`config.mk`:
```
export PLATFORM = sky130hd
export DESIGN_NAME = snt_ram
export DESIGN_NICKNAME = d
export VERILOG_FILES = /design/src/design/snt_ram.sv
export SDC_FILE = /design/constraint.sdc
export NUM_CORES = 1
export LEC_CHECK = 0
export BUFFER_PORTS_ARGS = -buffer_cell sky130_fd_sc_hd__buf_4
export CORE_ASPECT_RATIO = 0.5
export CORE_MARGIN = 4
export CORE_UTILIZATION = 29
export CTS_BUF_LIST = sky130_fd_sc_hd__clkbuf_8
export DETAILED_ROUTE_END_ITERATION = 6
export PLACE_DENSITY = 0.49
export SETUP_SLACK_MARGIN = 0.4
export SYNTH_ARGS = -nofsm -noshare
export SYNTH_HDL_FRONTEND = slang
export SYNTH_SLANG_ARGS = --single-unit
```
`constraint.sdc`:
```
create_clock -name aclk -period 5.1 [get_ports aclk]
set_input_delay 1.02 -clock aclk [delete_from_list [all_inputs] [get_ports aclk]]
set_output_delay 1.02 -clock aclk [all_outputs]
set_load 0.1 [all_outputs]
```
`src/design/snt_ram.sv`:
```
// Generic simple dual-port RAM: one write port, one read port, registered read.
// No dependencies.
module snt_ram #(
    parameter int WIDTH = 8,
    parameter int DEPTH = 16
) (
    input  logic                     aclk,
    input  logic                     wr_en,
    input  logic [$clog2(DEPTH)-1:0] wr_addr,
    input  logic [WIDTH-1:0]         wr_data,
    input  logic [$clog2(DEPTH)-1:0] rd_addr,
    output logic [WIDTH-1:0]         rd_data
);

    logic [WIDTH-1:0] mem [DEPTH];

    always_ff @(posedge aclk) begin
        if (wr_en) begin
            mem[wr_addr] <= wr_data;
        end
        rd_data <= mem[rd_addr];
    end

endmodule

```
### After elaboration in Yosys (flattened, before gate mapping)

Memories as Yosys holds them, arrays and structs flattened. A register that Yosys moved wholly into a read port is not among the register bits.
Index checks and enable logic that the tools add are counted.

* register bits: 0
* bits in latches: 0
* RAM bits: 128
* ROM bits: 0
* input port bits: 18
* output and inout port bits: 8
* logic and storage cells: 3
* memories: 1

Memory list
* mem: words 16, width 8, rd ports 1, clocked after memory_dff 1, wr ports 1, RTL line 15 `logic [WIDTH-1:0] mem [DEPTH];`

* add/sub/neg operators: 0
* $mul: 0
* div/mod/pow operators: 0
* order comparisons: 0
* eq/ne operators: 0
* shift-type cells: 0
* multiplexer cells: 2
* bitwise gates (word level): 0
* reduce and logical (&&, ||, !) cells: 0

Operator list (number)
* $mux W1: 2

### Depth between registers and ports, before layout

Gate-level depths: netlist of run 1.

* depth after elaboration: 2
* mapped depth: 5
* depth with buffers taken out: 3

### Least setup slack after synthesis of run 1

Ideal clock, no wire load.

* path type: input to register
* from: input port wr_addr[2]
* to: memory mem[0][0], enable pin
* setup time: 0.383 ns
* data arrival time: 2.130 ns
* required time: 4.717 ns
* path slack: 2.587 ns
* stages on the path: 2
* path through: or3b_2 nor3_1

RTL lines
* start, declared: RTL line 9 `input logic [$clog2(DEPTH)-1:0] wr_addr,`
* end, declared: RTL line 15

Straight into the memory's write port.

### Final worst setup path of run 1

* from: input port wr_addr[2]
* to: memory mem[0][3], enable pin

Straight into the memory's write port.

==> results.sh, run 1 <==
export IMPL_status="complete, no violations"
export IMPL_gp_congestion=0.7398
export IMPL_synthTopCellsByArea="edfxtp_1 (75%), mux4_2 (7.9%), mux4_1 (7.1%), dfxtp_1 (3.1%), a22oi_1 (2.3%)"
export IMPL_hold_viol=0
export IMPL_crit_end="mem[0][3]"
export IMPL_cts_tree="yes"
export IMPL_hold_class="register to register"
export IMPL_nFillCells=1611
export IMPL_setup_viol=0
export IMPL_grt_max_degree=33
export IMPL_path_clk_slew_ns=0.07
export IMPL_clk_latency_ns=0.43
export IMPL_synth_area_leader_cell="edfxtp_1"
export IMPL_slew_limit_headroom_pct=19.91
export IMPL_cts_root_buf="clkbuf_8"
export IMPL_placedCellCount=480
export IMPL_antenna_found_initial=0
export IMPL_antennaDiodeCount=0
export IMPL_synthArstFlopShare_pct=0
export IMPL_pin_count=26
export IMPL_synth_common_cells="edfxtp_1 (128), mux4_2 (18), a22oi_1 (16)"
export IMPL_syn_area_per_cell_um2=22.48
export IMPL_multi_input_area_um2=1062
export IMPL_floorplan_core_area_um2=17400
export IMPL_hold_slack_ns=0.6843
export IMPL_synth_edf_count=128
export IMPL_netlist_area_um2=5147
export IMPL_area_growth_syn_to_layout_pct=16.19
export IMPL_htree_levels=4
export IMPL_drc=0
export IMPL_start_util_pct=29.58
export IMPL_fmax_ghz=0.3955
export IMPL_crit_path_start="wr_addr[2]"
export IMPL_netlist_cell_type_count=19
export IMPL_fin_skew_ns=0.009197
export IMPL_p_total_mw=2.358
export IMPL_ctsHoldBuffers=0
export IMPL_crit_arrival_ns=2.58
export IMPL_rr_worst_depth=3
export IMPL_grt_pass1_wl_um=15570
export IMPL_synth_nets=247
export IMPL_r2r_slack_ns=3.64
export IMPL_cts_buffers=17
export IMPL_critPathKind="input port to register"
export IMPL_wl_per_cell_um=20.72
export IMPL_viasPerCell=4.641
export IMPL_dieArea_um2=20070
export IMPL_stdcell_count=512
export IMPL_reg2reg_to="rd_data[7]"
export IMPL_rr_startpoint="mem[3][7]"
export IMPL_layout_drive_gt1_share_pct=26.98
export IMPL_row_count=34
export IMPL_synth_most_common_cell="edfxtp_1"
export IMPL_drtIter0Drc=178
export IMPL_leakagePower_nw=1.931
export IMPL_fin_tns_setup_ns=0
export IMPL_rsz0062_at_grt="no"
export IMPL_endpoint_kind="register"
export IMPL_fin_crit_ns=2.528
export IMPL_cp_required_ns=5.15
export IMPL_grt_overflow=0
export IMPL_ir_drop_mv=0.1466
export IMPL_hpwlAfterDp_um=6602
export IMPL_drv_cap=0
export IMPL_synthFlopType="edfxtp_1"
export IMPL_crit_path_start_kind="input port"
export IMPL_post_cts_resized=0
export IMPL_drtAntennaViolNets=0
export IMPL_cp_max_fo=8
export IMPL_post_cts_buffers=0
export IMPL_dr_pass1_iters=4
export IMPL_drv_slew=0
export IMPL_portBuffers=25
export IMPL_synth_top_area_share_pct=74.67
export IMPL_die_h_um=102.2
export IMPL_die_width_um=196.4
export IMPL_grt_pass1_vias=2426
export IMPL_seq_area_um2=4004
export IMPL_clockBufferDepth=2
export IMPL_vias=2376
export IMPL_tightest_slew_ns=1.192
export IMPL_synth_seq_cells=136
export IMPL_routed_wl_um=10610
export IMPL_synth_seq_area_share_pct=77.78
export IMPL_cts_sinks=136
export IMPL_nets=283
export IMPL_syn_inst=229
export IMPL_ys_warn_count=0
export IMPL_gr_usage_all_layers_pct=11.25
export IMPL_power_density_nw_per_um2=394.3
export IMPL_period_share_pct=49.57
[per-layer routing]
layer  share of wire [%]  global-route usage, %  vias to the layer above
li1                    -                      -                     1040
met5                   0                      0                        -
met1                  44                  14.60                     1269
met3                 5.3                  2.931                       12
met4                 2.0                  5.469                        0
met2                  49                  17.91                       55
[per-stage QoR]
| stage | utilization [%] | cell area, um2 | setup slack (ns) |
|---|---|---|---|
| final | 34.37 | 5981 | 2.572 |
| after global routing | 34.37 | 5981 | 2.498 |
| after CTS | 34.37 | 5981 | 2.558 |
| after detailed placement | 31.96 | 5562 | 2.143 |
| after global placement | 31.96 | 5562 | 2.196 |
| after floorplan | - | 5147 | 2.587 |
[worst min-delay path by stage]
| stage | startpoint | endpoint | slack [ns] | cells past startpoint |
|---|---|---|---|---|
| final | mem[12][7] | rd_data[7] | 0.68 | 3 |
| after global routing | mem[12][7] | rd_data[7] | 0.69 | 3 |
| after CTS | mem[12][7] | rd_data[7] | 0.69 | 3 |
| after detailed placement | mem[6][4] | rd_data[4] | 0.68 | 3 |
| after global placement | mem[7][3] | rd_data[3] | 0.66 | 3 |
| after floorplan | mem[7][0] | rd_data[0] | 0.63 | 3 |
[state kept, by name, summed over array words and instances (netlist names)]
register  count
mem         128
rd_data       8
[final cells by class]
type                            instances  share of cell area [%]
Clock buffer                           17                   3.912
Clock inverter                         15                   3.096
Multi-Input combinational cell         83                   17.76
Sequential cell                       136                   66.95
Tap cell                              234                   4.895
Timing Repair Buffer                   27                   3.389
[critical path, stage by stage]
cell    delay [ns]
buf_4         0.12
or3b_2        0.51
nor3_1        0.92
[kinds of logic (layout without fill, tap and decap cells)]
kind of cell	count (synthesis)	after routing	synth area share [%]
DFF	136	136	77.78
and+or+nand+nor	35	35	3.184
muxes	32	32	15.02
AOI/OAI and AO/OA	16	16	2.334
buffers and inverters	10	59	1.677
[power breakdown]
group,internal [mW],leakage (nW),switching [mW]
Clock,0.525,0.205,0.405
Sequential,1.25,1.22,0.00764
Combinational,0.0528,0.502,0.120
[cell usage in the layout (no fill, tap or decap), types with 3 or more instances in the layout]
cell type	Yosys	layout
a22oi_1	16	16
clkinv_1	0	3
mux4_2	18	18
bufinv_16	0	4
edfxtp_1	128	128
clkbuf_8	0	17
dfxtp_1	8	8
buf_4	1	27
nor3_1	4	3
nor2_1	13	13
clkinvlp_4	0	3
nand2_1	9	9
mux4_1	14	14
(Power assumes the default switching activity.)
==> run 2, diff against run 1 <==
- clock period: 5.1 -> 2.6 ns (I/O delays scaled with it)
==> results.sh, run 2 (synthesized netlist as in run 1, its figures left out) <==
export IMPL_drv_cap=0
export IMPL_nets=305
export IMPL_seqPwrFrac_pct=55.0
export IMPL_cp_max_fo=21
export IMPL_seq_area_um2=4004
export IMPL_cts_root_buf="clkbuf_8"
export IMPL_cts_tree="yes"
export IMPL_reg2reg_to="rd_data[2]"
export IMPL_vias=2474
export IMPL_row_count=34
export IMPL_final_cell_mix="edfxtp_1 (128), buf_4 (49), mux4_2 (18), clkbuf_8 (17), a22oi_1 (16)"
export IMPL_r2r_slack_ns=1.26
export IMPL_critPathKind="input port to register"
export IMPL_hpwlAfterDp_um=7324
export IMPL_grt_overflow=0
export IMPL_setup_viol=0
export IMPL_post_cts_buffers=0
export IMPL_drtIter0Drc=202
export IMPL_cts_sinks=136
export IMPL_layout_drive_gt1_share_pct=33.00
export IMPL_drtAntennaViolNets=0
export IMPL_min_from="wr_data[7]"
export IMPL_clk_latency_ns=0.43
export IMPL_ctsHoldBuffers=0
export IMPL_nFillCells=1612
export IMPL_fin_crit_ns=1.731
export IMPL_cp_required_ns=2.92
export IMPL_path_clk_slew_ns=0.08
export IMPL_grt_busiest_layer="met2"
export IMPL_htree_levels=4
export IMPL_period_share_pct=66.57
export IMPL_switching_share_pct=23.78
export IMPL_post_cts_resized=0
export IMPL_top_register="mem"
export IMPL_area_growth_syn_to_layout_pct=18.64
export IMPL_hold_viol=0
export IMPL_grt_pass1_vias=2672
export IMPL_gr_usage_all_layers_pct=11.44
export IMPL_die_h_um=102.2
export IMPL_grt_use_met3_pct=3.327
export IMPL_crit_path_start_kind="input port"
export IMPL_endpoint_kind="register"
export IMPL_intPower_mw=3.416
export IMPL_tightest_slew_ns=0.7622
export IMPL_pin_count=26
export IMPL_fin_tns_setup_ns=0
export IMPL_p_clk_share_pct=37.2
export IMPL_routed_wl_um=10910
export IMPL_rr_startpoint="mem[2][2]"
export IMPL_met2_usage_pct=18.70
export IMPL_hold_class="input port to register"
export IMPL_hold_path_endpoint="mem[13][7]"
export IMPL_grt_pass1_wl_um=16330
export IMPL_p_total_mw=4.482
export IMPL_clockBufferDepth=2
export IMPL_power_density_nw_per_um2=733.8
export IMPL_largest_reg_flops=128
export IMPL_floorplan_core_area_um2=17400
export IMPL_slew_limit_headroom_pct=49.08
export IMPL_grt_max_degree=28
export IMPL_multi_input_area_um2=1057
export IMPL_reg_largest_list="mem (128), rd_data (8)"
export IMPL_dr_pass1_iters=4
export IMPL_p_switching_mw=1.066
export IMPL_status="complete, no violations"
export IMPL_dieArea_um2=20070
export IMPL_viasPerCell=4.633
export IMPL_grt_util_met1_pct=14.65
export IMPL_die_width_um=196.4
export IMPL_wl_per_cell_um=20.43
export IMPL_cts_buffers=17
export IMPL_portBuffers=25
export IMPL_drv_slew=0
export IMPL_fin_skew_ns=0.01051
export IMPL_rr_worst_depth=3
export IMPL_layout_commonest_cell="edfxtp_1"
export IMPL_ir_drop_mv=0.2975
export IMPL_antenna_found_initial=0
export IMPL_crit_arrival_ns=2.05
export IMPL_antennaDiodeCount=0
export IMPL_start_util_pct=29.58
export IMPL_gp_congestion=0.7514
export IMPL_drc=0
export IMPL_rsz0062_at_grt="no"
export IMPL_fmax_ghz=0.5777
export IMPL_pwr_share_comb_pct=7.8
export IMPL_hold_depth=1
export IMPL_leakagePower_nw=2.039
-- run 2: layer usage --
| metal | part of all wire (%) | vias to the layer above | wire length [um] |
|---|---|---|---|
| li1 | - | 1090 | - |
| met1 | 46 | 1320 | 5066 |
| met2 | 49 | 50 | 5376 |
| met3 | 2.7 | 14 | 293 |
| met5 | 0 | - | 0 |
| met4 | 1.6 | 0 | 173 |
-- run 2: cell type report --
type,instances,share of cell area (%)
flip-flops and latches,136,65.56
multi-input cells,83,17.31
repair buffers,49,6.023
well taps,234,4.794
clock buffers,17,3.831
clock inverters,15,2.479
-- run 2: metrics by stage --
| stage | instance area (um2) | instances | utilization (%) | hold slack [ns] | setup slack (ns) |
|---|---|---|---|---|---|
| 2_1_floorplan | 5147 | 229 | - | 0.6189 | 0.5871 |
| 3_3_place_gp | 5722 | 502 | 32.89 | 0.6716 | 0.3811 |
| 3_5_place_dp | 5722 | 502 | 32.89 | 0.6582 | 0.3631 |
| 4_1_cts | 6107 | 534 | 35.10 | 0.3760 | 0.8346 |
| 5_1_grt | 6107 | 534 | 35.10 | 0.3689 | 0.7676 |
| 6_report | 6107 | 534 | 35.10 | 0.3930 | 0.8691 |
-- run 2: power groups by stage --
stage,Combinational (mW),Sequential (mW),Clock [mW]
finish,0.350,2.46,1.67
CTS,0.355,2.46,1.71
floorplan,0.124,2.61,0
detailed placement,0.355,2.51,0
global placement,0.351,2.51,0
global route,0.372,2.47,1.82
-- run 2: worst max-delay path by stage --
stage | from | endpoint | slack (ns)
final | rd_addr[0] | rd_data[2] | 0.87
after global routing | rd_addr[0] | rd_data[1] | 0.77
after CTS | rd_addr[0] | rd_data[2] | 0.83
after detailed placement | rd_addr[0] | rd_data[2] | 0.36
after global placement | rd_addr[0] | rd_data[2] | 0.38
after floorplan | wr_addr[2] | mem[0][0] | 0.59
-- run 2: worst max-delay path, stage by stage --
cell and delay, ns:
buf_4 0.35, buf_4 0.25, mux4_1 0.57, a22oi_1 0.27, nand2_1 0.08
